$ cat config.mk
export PLATFORM = sky130hd
export DESIGN_NAME = hufd_ctrl
export DESIGN_NICKNAME = d
export VERILOG_FILES = /design/src/design/hufd_pkg.sv /design/src/design/hufd_ctrl.sv
export SDC_FILE = /design/constraint.sdc
export NUM_CORES = 1
export LEC_CHECK = 0
export ABC_AREA = 1
export BUFFER_PORTS_ARGS = -buffer_cell sky130_fd_sc_hd__buf_2
export CAP_MARGIN = 20
export CORE_AREA = 3 3 40 42
export DETAILED_ROUTE_END_ITERATION = 8
export DIE_AREA = 0 0 43 45
export PLACE_DENSITY = 0.36
export SLEW_MARGIN = 20
export SYNTH_ARGS = -nofsm -noshare
export SYNTH_HDL_FRONTEND = slang
export SYNTH_SLANG_ARGS = --single-unit
$ cat constraint.sdc
create_clock -name clk -period 0.85 [get_ports clk]
set_clock_uncertainty 0.1 [all_clocks]
set_input_delay 0.17 -clock clk [delete_from_list [all_inputs] [get_ports clk]]
set_output_delay 0.17 -clock clk [all_outputs]
set_load 0.01 [all_outputs]
$ cat src/design/hufd_pkg.sv
// ----------------------------------------------------------------------------
// hufd_pkg
// Shared types and constants of the table-driven Huffman decoder.
// ----------------------------------------------------------------------------
package hufd_pkg;

  localparam int INDEX_BITS  = 12;
  localparam int TABLE_DEPTH = 1 << INDEX_BITS;
  localparam int SYM_BITS    = 7;
  localparam int LEN_BITS    = 4;
  localparam int ENTRY_BITS  = SYM_BITS + LEN_BITS;
  localparam int BYTE_BITS   = 8;
  localparam int BUF_BITS    = 2 * INDEX_BITS;
  localparam int CNT_BITS    = 5;
  localparam int REM_BITS    = 32;
  localparam int HDR_BITS    = 3;
  localparam int TAKE_BITS   = 4;

  localparam logic [HDR_BITS-1:0] HDR_BYTES = 3'd4;

  localparam logic KIND_TABLE = 1'b0;
  localparam logic KIND_BYTE  = 1'b1;

  typedef struct packed {
    logic                  kind;
    logic [INDEX_BITS-1:0] entry_index;
    logic [SYM_BITS-1:0]   entry_symbol;
    logic [LEN_BITS-1:0]   entry_length;
    logic [BYTE_BITS-1:0]  data_byte;
  } hufd_in_t;

  typedef struct packed {
    logic [SYM_BITS-1:0] symbol;
    logic                last;
    logic                stream_end;
    logic                error;
  } hufd_out_t;

  // Controller to datapath
  typedef struct packed {
    logic table_write;
    logic byte_load;
    logic table_read;
    logic emit;
  } hufd_cmd_t;

  // Datapath to controller
  typedef struct packed {
    logic go;
    logic out_free;
    logic last;
  } hufd_stat_t;

endpackage

$ cat src/design/hufd_ctrl.sv
// ----------------------------------------------------------------------------
// hufd_ctrl
// Sequencer: take a beat, then alternate table read and symbol emit.
// ----------------------------------------------------------------------------
module hufd_ctrl (
  input  logic                 clk,
  input  logic                 rst,
  input  logic                 item_valid,
  input  logic                 item_kind,
  output logic                 item_stall,
  input  hufd_pkg::hufd_stat_t stat,
  output hufd_pkg::hufd_cmd_t  cmd
);
  import hufd_pkg::*;

  localparam logic [1:0] ST_IDLE = 2'd0;
  localparam logic [1:0] ST_PEEK = 2'd1;
  localparam logic [1:0] ST_EVAL = 2'd2;

  logic [1:0] state;
  logic [1:0] state_next;

  assign item_stall = (state != ST_IDLE);

  always_comb begin
    state_next = state;
    cmd        = '0;
    unique case (state)
      ST_IDLE: begin
        if (item_valid) begin
          if (item_kind == KIND_BYTE) begin
            cmd.byte_load = 1'b1;
            state_next    = ST_PEEK;
          end else begin
            cmd.table_write = 1'b1;
          end
        end
      end
      ST_PEEK: begin
        if (stat.go) begin
          cmd.table_read = 1'b1;
          state_next     = ST_EVAL;
        end else begin
          state_next = ST_IDLE;
        end
      end
      ST_EVAL: begin
        // Hold until the output register can take the result.
        if (stat.out_free) begin
          cmd.emit   = 1'b1;
          state_next = stat.last ? ST_IDLE : ST_PEEK;
        end
      end
      default: begin
        state_next = ST_IDLE;
      end
    endcase
  end

  always_ff @(posedge clk) begin
    if (rst) begin
      state <= ST_IDLE;
    end else begin
      state <= state_next;
    end
  end

endmodule

After elaboration in Yosys (flattened, before gate mapping). Index checks and enable logic that the tools add are counted.

Eq/ne operators: 5. Reduce and logical (&&, ||, !) cells: 3. Multiply operators: 0. Div/mod/pow operators: 0. Shift-type cells: 0. Bitwise operators: 0. Order comparisons: 0. Add/subtract/negate cells: 0. Mux-type cells: 14.

Operator list (number): $mux W2 (6); $mux W1 (7); $ne A2 B2 Y1 const B (3); $pmux W2 S3 (1); $reduce_and A3 Y1 (1); $eq A2 B1 Y1 const B (1); $eq A2 B2 Y1 const B (1); $logic_not A2 Y1 (1); $reduce_bool A2 Y1 (1).

Bits of input ports: 7. RAM bits: 0. ROM bits: 0. Memories kept: 0. Latch bits: 0. Register bits: 2.

Longest topological paths before layout. Gate-level depths: netlist (run 1).

Depth after elaboration: 3. Depth in mapped cells: 4. Gate-level depth less buffers: 4.

Worst setup path before layout (run 1). No wires, ideal clock.

Path type: reg2out. Start point: register state[1]. End point: output cmd[0] in the netlist's numbering. Stages on the path, launching flop included: 3. Data required time: 0.580 ns. Path slack: -0.132 ns. Path buffers: 0. Data arrival time: 0.712 ns. Cells stage by stage: dfxtp_1 > inv_1 > nor3_1.

RTL lines: start, declared (RTL line hufd_ctrl.sv:20) `logic [1:0] state;`; start signal, assigned (RTL line hufd_ctrl.sv:64) `state <= state_next;`; end, declared (RTL line hufd_ctrl.sv:12) `output hufd_pkg::hufd_cmd_t cmd`.

==> results_dict.tcl, run 1 <==
set metrics [dict create \
    antenna_found_initial 0 \
    hold_class "in2reg" \
    p_leak_nw 0.143 \
    synth_fp_nets 29 \
    largestRegisters "state x2" \
    clk_pin_slew_ns 0.03 \
    finalCriticalPeriod_ns 1.23 \
    grt_usage 0.0557 \
    synth.largest_area_cell "dfxtp_1" \
    syn_inst 22 \
    regMostFlops "state" \
    multi_input_area_sq_um 88.8 \
    place_congestion 0.646 \
    clock_path_buffers 2 \
    ys_ff_latch 2 \
    yosysUniqueCellTypes 9 \
    postCtsSetupRepairBufs 0 \
    worstHoldEndpoint "state[1]" \
    drcViolationCount 0 \
    layout_common_cells "buf_2, nand2_1, inv_1, clkbuf_4" \
    final_common_cell "buf_2" \
    violations "negative setup slack" \
    cts.sinks 2 \
    tightest_slew_ns 0.128 \
    cts_made_buffers 3 \
    cts-root-buf "clkbuf_4" \
    fp.dieH_um 45 \
    setup_viol 6 \
    ioPinCount 12 \
    post-route-period-util 1.45 \
    gr-total-overflow 0 \
    synthTopCellsByArea "dfxtp_1, nand2_1, inv_1" \
    crit_path_end_kind "output pin" \
    grt_pass1_vias 158 \
    wire_per_inst_um 7.29 \
    ir_drop_uv 548 \
    drtIter0Drc 0 \
    reg2reg_to "state[0]" \
    finalNetCount 45 \
    synth.cell_area_sq_um 125 \
    whs_path_depth 2 \
    r2r_cells 4 \
    avgViaCountPerCell 3.33 \
    io_buffers 11 \
    syn_area_per_cell_sq_um 5.69 \
    ff2ff_setup_slack_ns -0.02 \
    coreArea_sq_um 1280 \
    arrival_ns 0.96 \
    drv_slew 0 \
    hp-start "rst" \
    dp.cells 48 \
    antenna_left 0 \
    timing.fmax_ghz 0.814 \
    setup_slack_ns -0.379 \
    area_delta_synth_final_pct 111 \
    n_fill_cell 149 \
    rsz0062_at_grt "yes" \
    drv_cap 0 \
    grt_pass1_wl_um 710 \
    yosysWarnings 0 \
    routed_wl_um 372 \
    startpoint "state[0]" \
    dieArea_sq_um 1940 \
    grt_max_degree 6 \
    regArea_sq_um 47.5 \
    vias 170 \
    layout-drive-gt1-share 0.667 \
    initial_utilization 0.0974 \
    finalNonFillerCells 51 \
    finalHoldWorstSlack_ns 0.00620 \
    critPathMaxFanout 5 \
    cts_tree "built" \
    clkLatencyLatePin_ns 0.22 \
    fp.dieW_um 43 \
    cts_max_level 1 \
    row_count 13 \
    r2r-start "state[0]" \
    antennaDiodeCount 0 \
    seq_area_frac_synth 0.320 \
    largest_reg_flops 2 \
    power_density_nw_per_um2 1640 \
    slew-limit-headroom 0.915 \
    status "finished, violations left" \
    hold_viol 0 \
    yosys.area.top_type_share 0.320 \
    cp.required_ns 0.58 \
    setup_tns_ns -1.70 \
    drtPass1Iterations 1 \
    crit_type "reg2out" \
    cp-start-kind "flop" \
]
-- cell families (layout without fill, tap and decap cells) --
group | count (synthesis) | in the layout | synth area share
simple gates | 14 | 14 | 0.490
flops | 2 | 2 | 0.320
compound gates | 1 | 1 | 0.0400
buf+inv | 5 | 19 | 0.150
-- area by class of cell --
class | count | area share
sequential | 2 | 0.180
timing repair buffer | 11 | 0.256
inverter | 5 | 0.0711
clock buffer | 3 | 0.0853
tap | 15 | 0.0711
multi-input combinational | 15 | 0.336
-- stage by stage --
stage          area [sq um]  utilization  setup slack [ns]  total power (W)
2_1_floorplan           148            -           -0.0676         0.000175
3_3_place_gp            221        0.172            -0.160         0.000214
3_5_place_dp            221        0.172            -0.155         0.000213
4_1_cts                 250        0.195            -0.396         0.000442
5_1_grt                 264        0.205            -0.449         0.000485
6_report                264        0.205            -0.379         0.000434
-- Yosys cell counts --
library cell,number
inv_2,1
nor2_1,3
dfxtp_1,2
a21oi_1,1
inv_1,4
nor2_2,2
nand3_1,2
nor3_1,1
nand2_1,6
-- layer usage --
layer,GRT usage,part of all wire,vias to the layer above
met5,0,0,-
met4,0.0723,0,0
met3,0.0398,0.19,0
met2,0.0599,0.30,12
met1,0.0600,0.51,64
li1,-,-,94
-- worst max-delay path, cell delays in order, from the launching register on --
cell and delay [ns]:
dfxtp_4 0.36, nor2_4 0.14, nand2_2 0.06, nor2_2 0.06, buf_2 0.12
-- where the power goes --
group	leakage [nW]	switching (W)	internal, W
combinational	0.111	0.0000566	0.0000547
clock	0.0138	0.0000530	0.000156
sequential	0.0178	0.0000129	0.000101
-- worst max-delay path by stage --
stage / endpoint / cells after the start
after floorplan: cmd[3] / 3
after global placement: cmd[3] / 4
after detailed placement: cmd[3] / 4
after CTS: cmd[3] / 4
after global routing: cmd[3] / 4
final: cmd[3] / 4
-- timing repair --
| item | CTS | global route |
|---|---|---|
| endpoints found under the setup margin | 5 | 7 |
| gates resized for setup | 1 | 5 |
| pin swaps | 0 | 5 |
| endpoints found under the hold margin | 1 | 1 |
(Power assumes the default switching activity.)
==> inputs of run 2 (changes only) <==
BUFFER_PORTS_ARGS = default   (was -buffer_cell sky130_fd_sc_hd__buf_2)
DONT_BUFFER_PORTS = 1   (was default)
PLACE_DENSITY = 0.3   (was 0.36)
==> results_dict.tcl, run 2 (synthesis gave the netlist of run 1 again) <==
set metrics [dict create \
    swShare 0.283 \
    arrival_ns 0.89 \
    finalNonFillerCells 41 \
    critPathBufInv 0 \
    fp.dieH_um 45 \
    layout-drive-gt1-share 0.462 \
    avgViaCountPerCell 3.37 \
    antenna_left 0 \
    grt_pass1_vias 156 \
    drcViolationCount 0 \
    drtIter0Drc 0 \
    layout_common_cells "nand2_1, inv_1, clkbuf_4" \
    grt_max_degree 6 \
    multi_input_area_sq_um 86.3 \
    cts.sinks 2 \
    drv_slew 0 \
    grt_pass1_wl_um 552 \
    p_leak_nw 0.101 \
    rsz0062_at_grt "yes" \
    r2r_cells 3 \
    crit_type "reg2out" \
    power_frac_clock 0.533 \
    worstHoldEndpoint "state[0]" \
    pwr-share-comb 0.178 \
    drv_cap 0 \
    cell_internal_pwr_w 0.000285 \
    grt_usage 0.0499 \
    cp-start-kind "flop" \
    hold_class "in2reg" \
    postCtsSetupRepairBufs 0 \
    area_delta_synth_final_pct 61.0 \
    crit_path_top_delay_cell "dfxtp_2" \
    ioPinCount 12 \
    regMostFlops "state" \
    crit_family "flip-flops" \
    timing.fmax_ghz 0.864 \
    cts_max_level 1 \
    final_common_cell "nand2_1" \
    clock_path_buffers 2 \
    initial_utilization 0.0974 \
    ff2ff_setup_slack_ns 0.01 \
    regArea_sq_um 42.5 \
    finalCriticalPeriod_ns 1.16 \
    cts_made_buffers 3 \
    r2r-start "state[1]" \
    coreArea_sq_um 1280 \
    reg2reg_to "state[1]" \
    post-route-period-util 1.36 \
    cp.required_ns 0.58 \
    place_congestion 0.571 \
    worst-path-stages 3 \
    finalHoldWorstSlack_ns 0.0196 \
    ir_drop_uv 346 \
    whs_path_depth 3 \
    critPathMaxFanout 4 \
    violations "negative setup slack" \
    worstPathCellList "nor2_4 -> nand2_1 -> nor2_2" \
    setup_slack_ns -0.307 \
    hp-start "stat[0]" \
    wire_per_inst_um 8.37 \
    clkLatencyLatePin_ns 0.22 \
    dp.cells 37 \
    fp.dieW_um 43 \
    row_count 13 \
    largestRegisters "state x2" \
    antennaDiodeCount 0 \
    clk_pin_slew_ns 0.03 \
    setup_viol 5 \
    crit_path_end_kind "output pin" \
    vias 138 \
    tightest_slew_ns 0.238 \
    power_density_nw_per_um2 1980 \
    dieArea_sq_um 1940 \
    gr-total-overflow 0 \
    seq_power_share 0.290 \
    io_buffers 0 \
    max_stage_delay_ns 0.33 \
    cts_tree "built" \
    routed_wl_um 343 \
    hold_viol 0 \
    slew-limit-headroom 0.841 \
    antenna_found_initial 0 \
    largest_reg_flops 2 \
    finalNetCount 35 \
    n_fill_cell 157 \
    status "finished, violations left" \
    cts-root-buf "clkbuf_4" \
    power.switching_w 0.000113 \
    drtPass1Iterations 1 \
]
[run 2: worst max path at each step]
stage,start,to,slack [ns]
after floorplan,state[1],cmd[3],-0.07
after global placement,state[1],cmd[3],-0.10
after detailed placement,state[1],cmd[3],-0.11
after CTS,state[1],cmd[3],-0.33
after global routing,state[1],cmd[3],-0.37
final,state[1],cmd[3],-0.31
[run 2: worst min-delay path, delay by kind of cell]
kind	cells	cell delay [ns]
AND/OR/NAND/NOR	3	0.14
[run 2: layout make-up]
class,instances,area share
clock buffer,3,0.112
inverter,5,0.0932
multi-input combinational,15,0.429
sequential,2,0.211
tap,15,0.0932
timing repair buffer,1,0.0621
[run 2: what timing repair did]
action,4_1_cts,5_1_grt
gates resized for setup,1,1
setup endpoints to repair,5,7
hold buffers,1,0
pin swaps,2,0
endpoints found under the hold margin,2,0
cloned,0,0
[run 2: power by group through the flow]
stage	logic, W	registers, W	clock network [W]
6_report	0.0000706	0.000115	0.000212
3_3_place_gp	0.0000669	0.000117	0
5_1_grt	0.0000800	0.000117	0.000237
4_1_cts	0.0000716	0.000116	0.000224
3_5_place_dp	0.0000667	0.000117	0
2_1_floorplan	0.0000605	0.000115	0
[run 2: layer usage]
metal  GRT usage  up-vias  wire length, um
li1            -       73                -
met4      0.0904        0               19
met2      0.0629        8              156
met3      0.0518        2               67
met5           0        -                0
met1      0.0264       55               99
[run 2: per-stage QoR]
| stage | worst slack (ns) | total power, W | setup TNS, ns | util | instance area, sq um |
|---|---|---|---|---|---|
| finish | -0.307 | 0.000398 | -1.29 | 0.157 | 201 |
| global route | -0.373 | 0.000434 | -1.69 | 0.157 | 201 |
| CTS | -0.328 | 0.000412 | -1.45 | 0.155 | 199 |
| detailed placement | -0.105 | 0.000184 | -0.289 | 0.130 | 166 |
| global placement | -0.105 | 0.000183 | -0.274 | 0.130 | 166 |
| floorplan | -0.0676 | 0.000175 | -0.129 | - | 148 |
==> inputs of run 3 (changes only) <==
CELL_PAD_IN_SITES_DETAIL_PLACEMENT = 1   (was default)
CELL_PAD_IN_SITES_GLOBAL_PLACEMENT = 1   (was default)
MAX_ROUTING_LAYER = met4   (was default)
PLACE_DENSITY = 0.35   (was 0.3)
SLEW_MARGIN = default   (was 20)
==> results_dict.tcl, run 3 (synthesis gave the netlist of run 1 again) <==
set metrics [dict create \
    r2r_cells 4 \
    crit_type "reg2out" \
    layout_common_cells "nand2_1, nor2_4, inv_1, clkbuf_4, inv_2" \
    multi_input_area_sq_um 103 \
    ir_drop_uv 171 \
    routed_wl_um 441 \
    hold_viol 0 \
    finalNetCount 35 \
    hp-start "rst" \
    regArea_sq_um 45.0 \
    cts.sinks 2 \
    clkLatencyLatePin_ns 0.22 \
    setup_viol 6 \
    drcViolationCount 0 \
    io_buffers 0 \
    vias 152 \
    grt_pass1_wl_um 717 \
    cts-root-buf "clkbuf_4" \
    grt_max_degree 6 \
    fp.dieW_um 43 \
    initial_utilization 0.0974 \
    reg2reg_to "state[0]" \
    coreArea_sq_um 1280 \
    clock_path_buffers 2 \
    cts_tree "built" \
    grt_usage 0.0557 \
    status "finished, violations left" \
    max_stage_delay_ns 0.33 \
    fp.dieH_um 45 \
    layout-drive-gt1-share 0.577 \
    antenna_found_initial 0 \
    crit_path_end_kind "output pin" \
    r2r-start "state[0]" \
    hold_class "in2reg" \
    cts_made_buffers 3 \
    cpMostUsedCell "nor2_4" \
    power_density_nw_per_um2 1870 \
    antenna_left 0 \
    largest_reg_flops 2 \
    largestRegisters "state x2" \
    antennaDiodeCount 0 \
    wire_per_inst_um 10.8 \
    post-route-period-util 1.36 \
    worstPathCellList "nor2_4 -> inv_2 -> nor2_4" \
    regMostFlops "state" \
    avgViaCountPerCell 3.71 \
    startpoint "state[1]" \
    dp_hpwl_um 367 \
    ff2ff_setup_slack_ns -0.02 \
    worstHoldEndpoint "state[0]" \
    setup_slack_ns -0.310 \
    drtIter0Drc 3 \
    finalNonFillerCells 41 \
    p_leak_nw 0.0941 \
    drv_slew 0 \
    dieArea_sq_um 1940 \
    area_delta_synth_final_pct 74.0 \
    cp-start-kind "flop" \
    ioPinCount 12 \
    finalCriticalPeriod_ns 1.16 \
    postCtsSetupRepairBufs 0 \
    rsz0062_at_grt "yes" \
    violations "negative setup slack" \
    final_area_sq_um 218 \
    final_common_cell "nand2_1" \
    whs_path_depth 3 \
    grt_pass1_vias 195 \
    critPathMaxFanout 4 \
    tightest_slew_ns 0.231 \
    row_count 13 \
    drtPass1Iterations 2 \
    n_fill_cell 160 \
    clk_pin_slew_ns 0.03 \
    dp.cells 37 \
    arrival_ns 0.89 \
    cts_max_level 1 \
    cp.required_ns 0.58 \
    place_congestion 0.608 \
    timing.fmax_ghz 0.862 \
    slew-limit-headroom 0.845 \
    crit_path_top_delay_cell "dfxtp_2" \
    drv_cap 0 \
    crit_family "flip-flops" \
    critPathBufInv 1 \
    gr-total-overflow 0 \
    place_area_sq_um 166 \
]
[run 3: per-stage QoR]
stage | utilization | hold slack [ns] | TNS, ns | total power [W] | worst slack (ns)
CTS | 0.163 | 0.00994 | -1.57 | 0.000420 | -0.343
finish | 0.169 | 0.0128 | -1.36 | 0.000407 | -0.310
detailed placement | 0.130 | 0.140 | -0.373 | 0.000189 | -0.128
floorplan | - | 0.132 | -0.129 | 0.000175 | -0.0676
global route | 0.169 | 0.0191 | -1.72 | 0.000440 | -0.372
global placement | 0.130 | 0.136 | -0.298 | 0.000186 | -0.112
[run 3: worst max path at each step]
stage | slack (ns) | cells after the start | endpoint
floorplan | -0.07 | 3 | cmd[3]
global placement | -0.11 | 3 | cmd[3]
detailed placement | -0.13 | 3 | cmd[3]
CTS | -0.34 | 3 | cmd[2]
global route | -0.37 | 3 | cmd[2]
finish | -0.31 | 3 | cmd[2]
[run 3: worst reg2reg max path, stage by stage, from the launching register on]
cell	delay, ns
dfxtp_4	0.36
inv_1	0.05
nand3_1	0.10
nand2_1	0.12
nor2_2	0.04
[run 3: repair_timing]
item | in CTS | in global routing
pin swaps | 6 | 1
hold endpoints to repair | 1 | 0
resized for setup | 4 | 2
hold buffers | 1 | 0
endpoints found under the setup margin | 7 | 7
[run 3: routing by layer]
layer,up-vias,track usage,part of all wire
li1,74,-,-
met3,0,0.0199,0.066
met1,72,0.0360,0.31
met5,-,-,0
met4,0,0.0723,0
met2,6,0.0988,0.63
[run 3: report_power, final]
group | internal, W | leakage [nW] | switching, W
registers | 0.000103 | 0.0175 | 0.0000129
logic | 0.0000284 | 0.0628 | 0.0000531
clock network | 0.000156 | 0.0138 | 0.0000541
total | 0.000287 | 0.0941 | 0.000120
[run 3: layout make-up]
cell class	count	share of cell area
clock buffers	3	0.103
inverters	5	0.0862
multi-input cells	15	0.471
flip-flops and latches	2	0.207
well taps	15	0.0862
repair buffers	1	0.0460
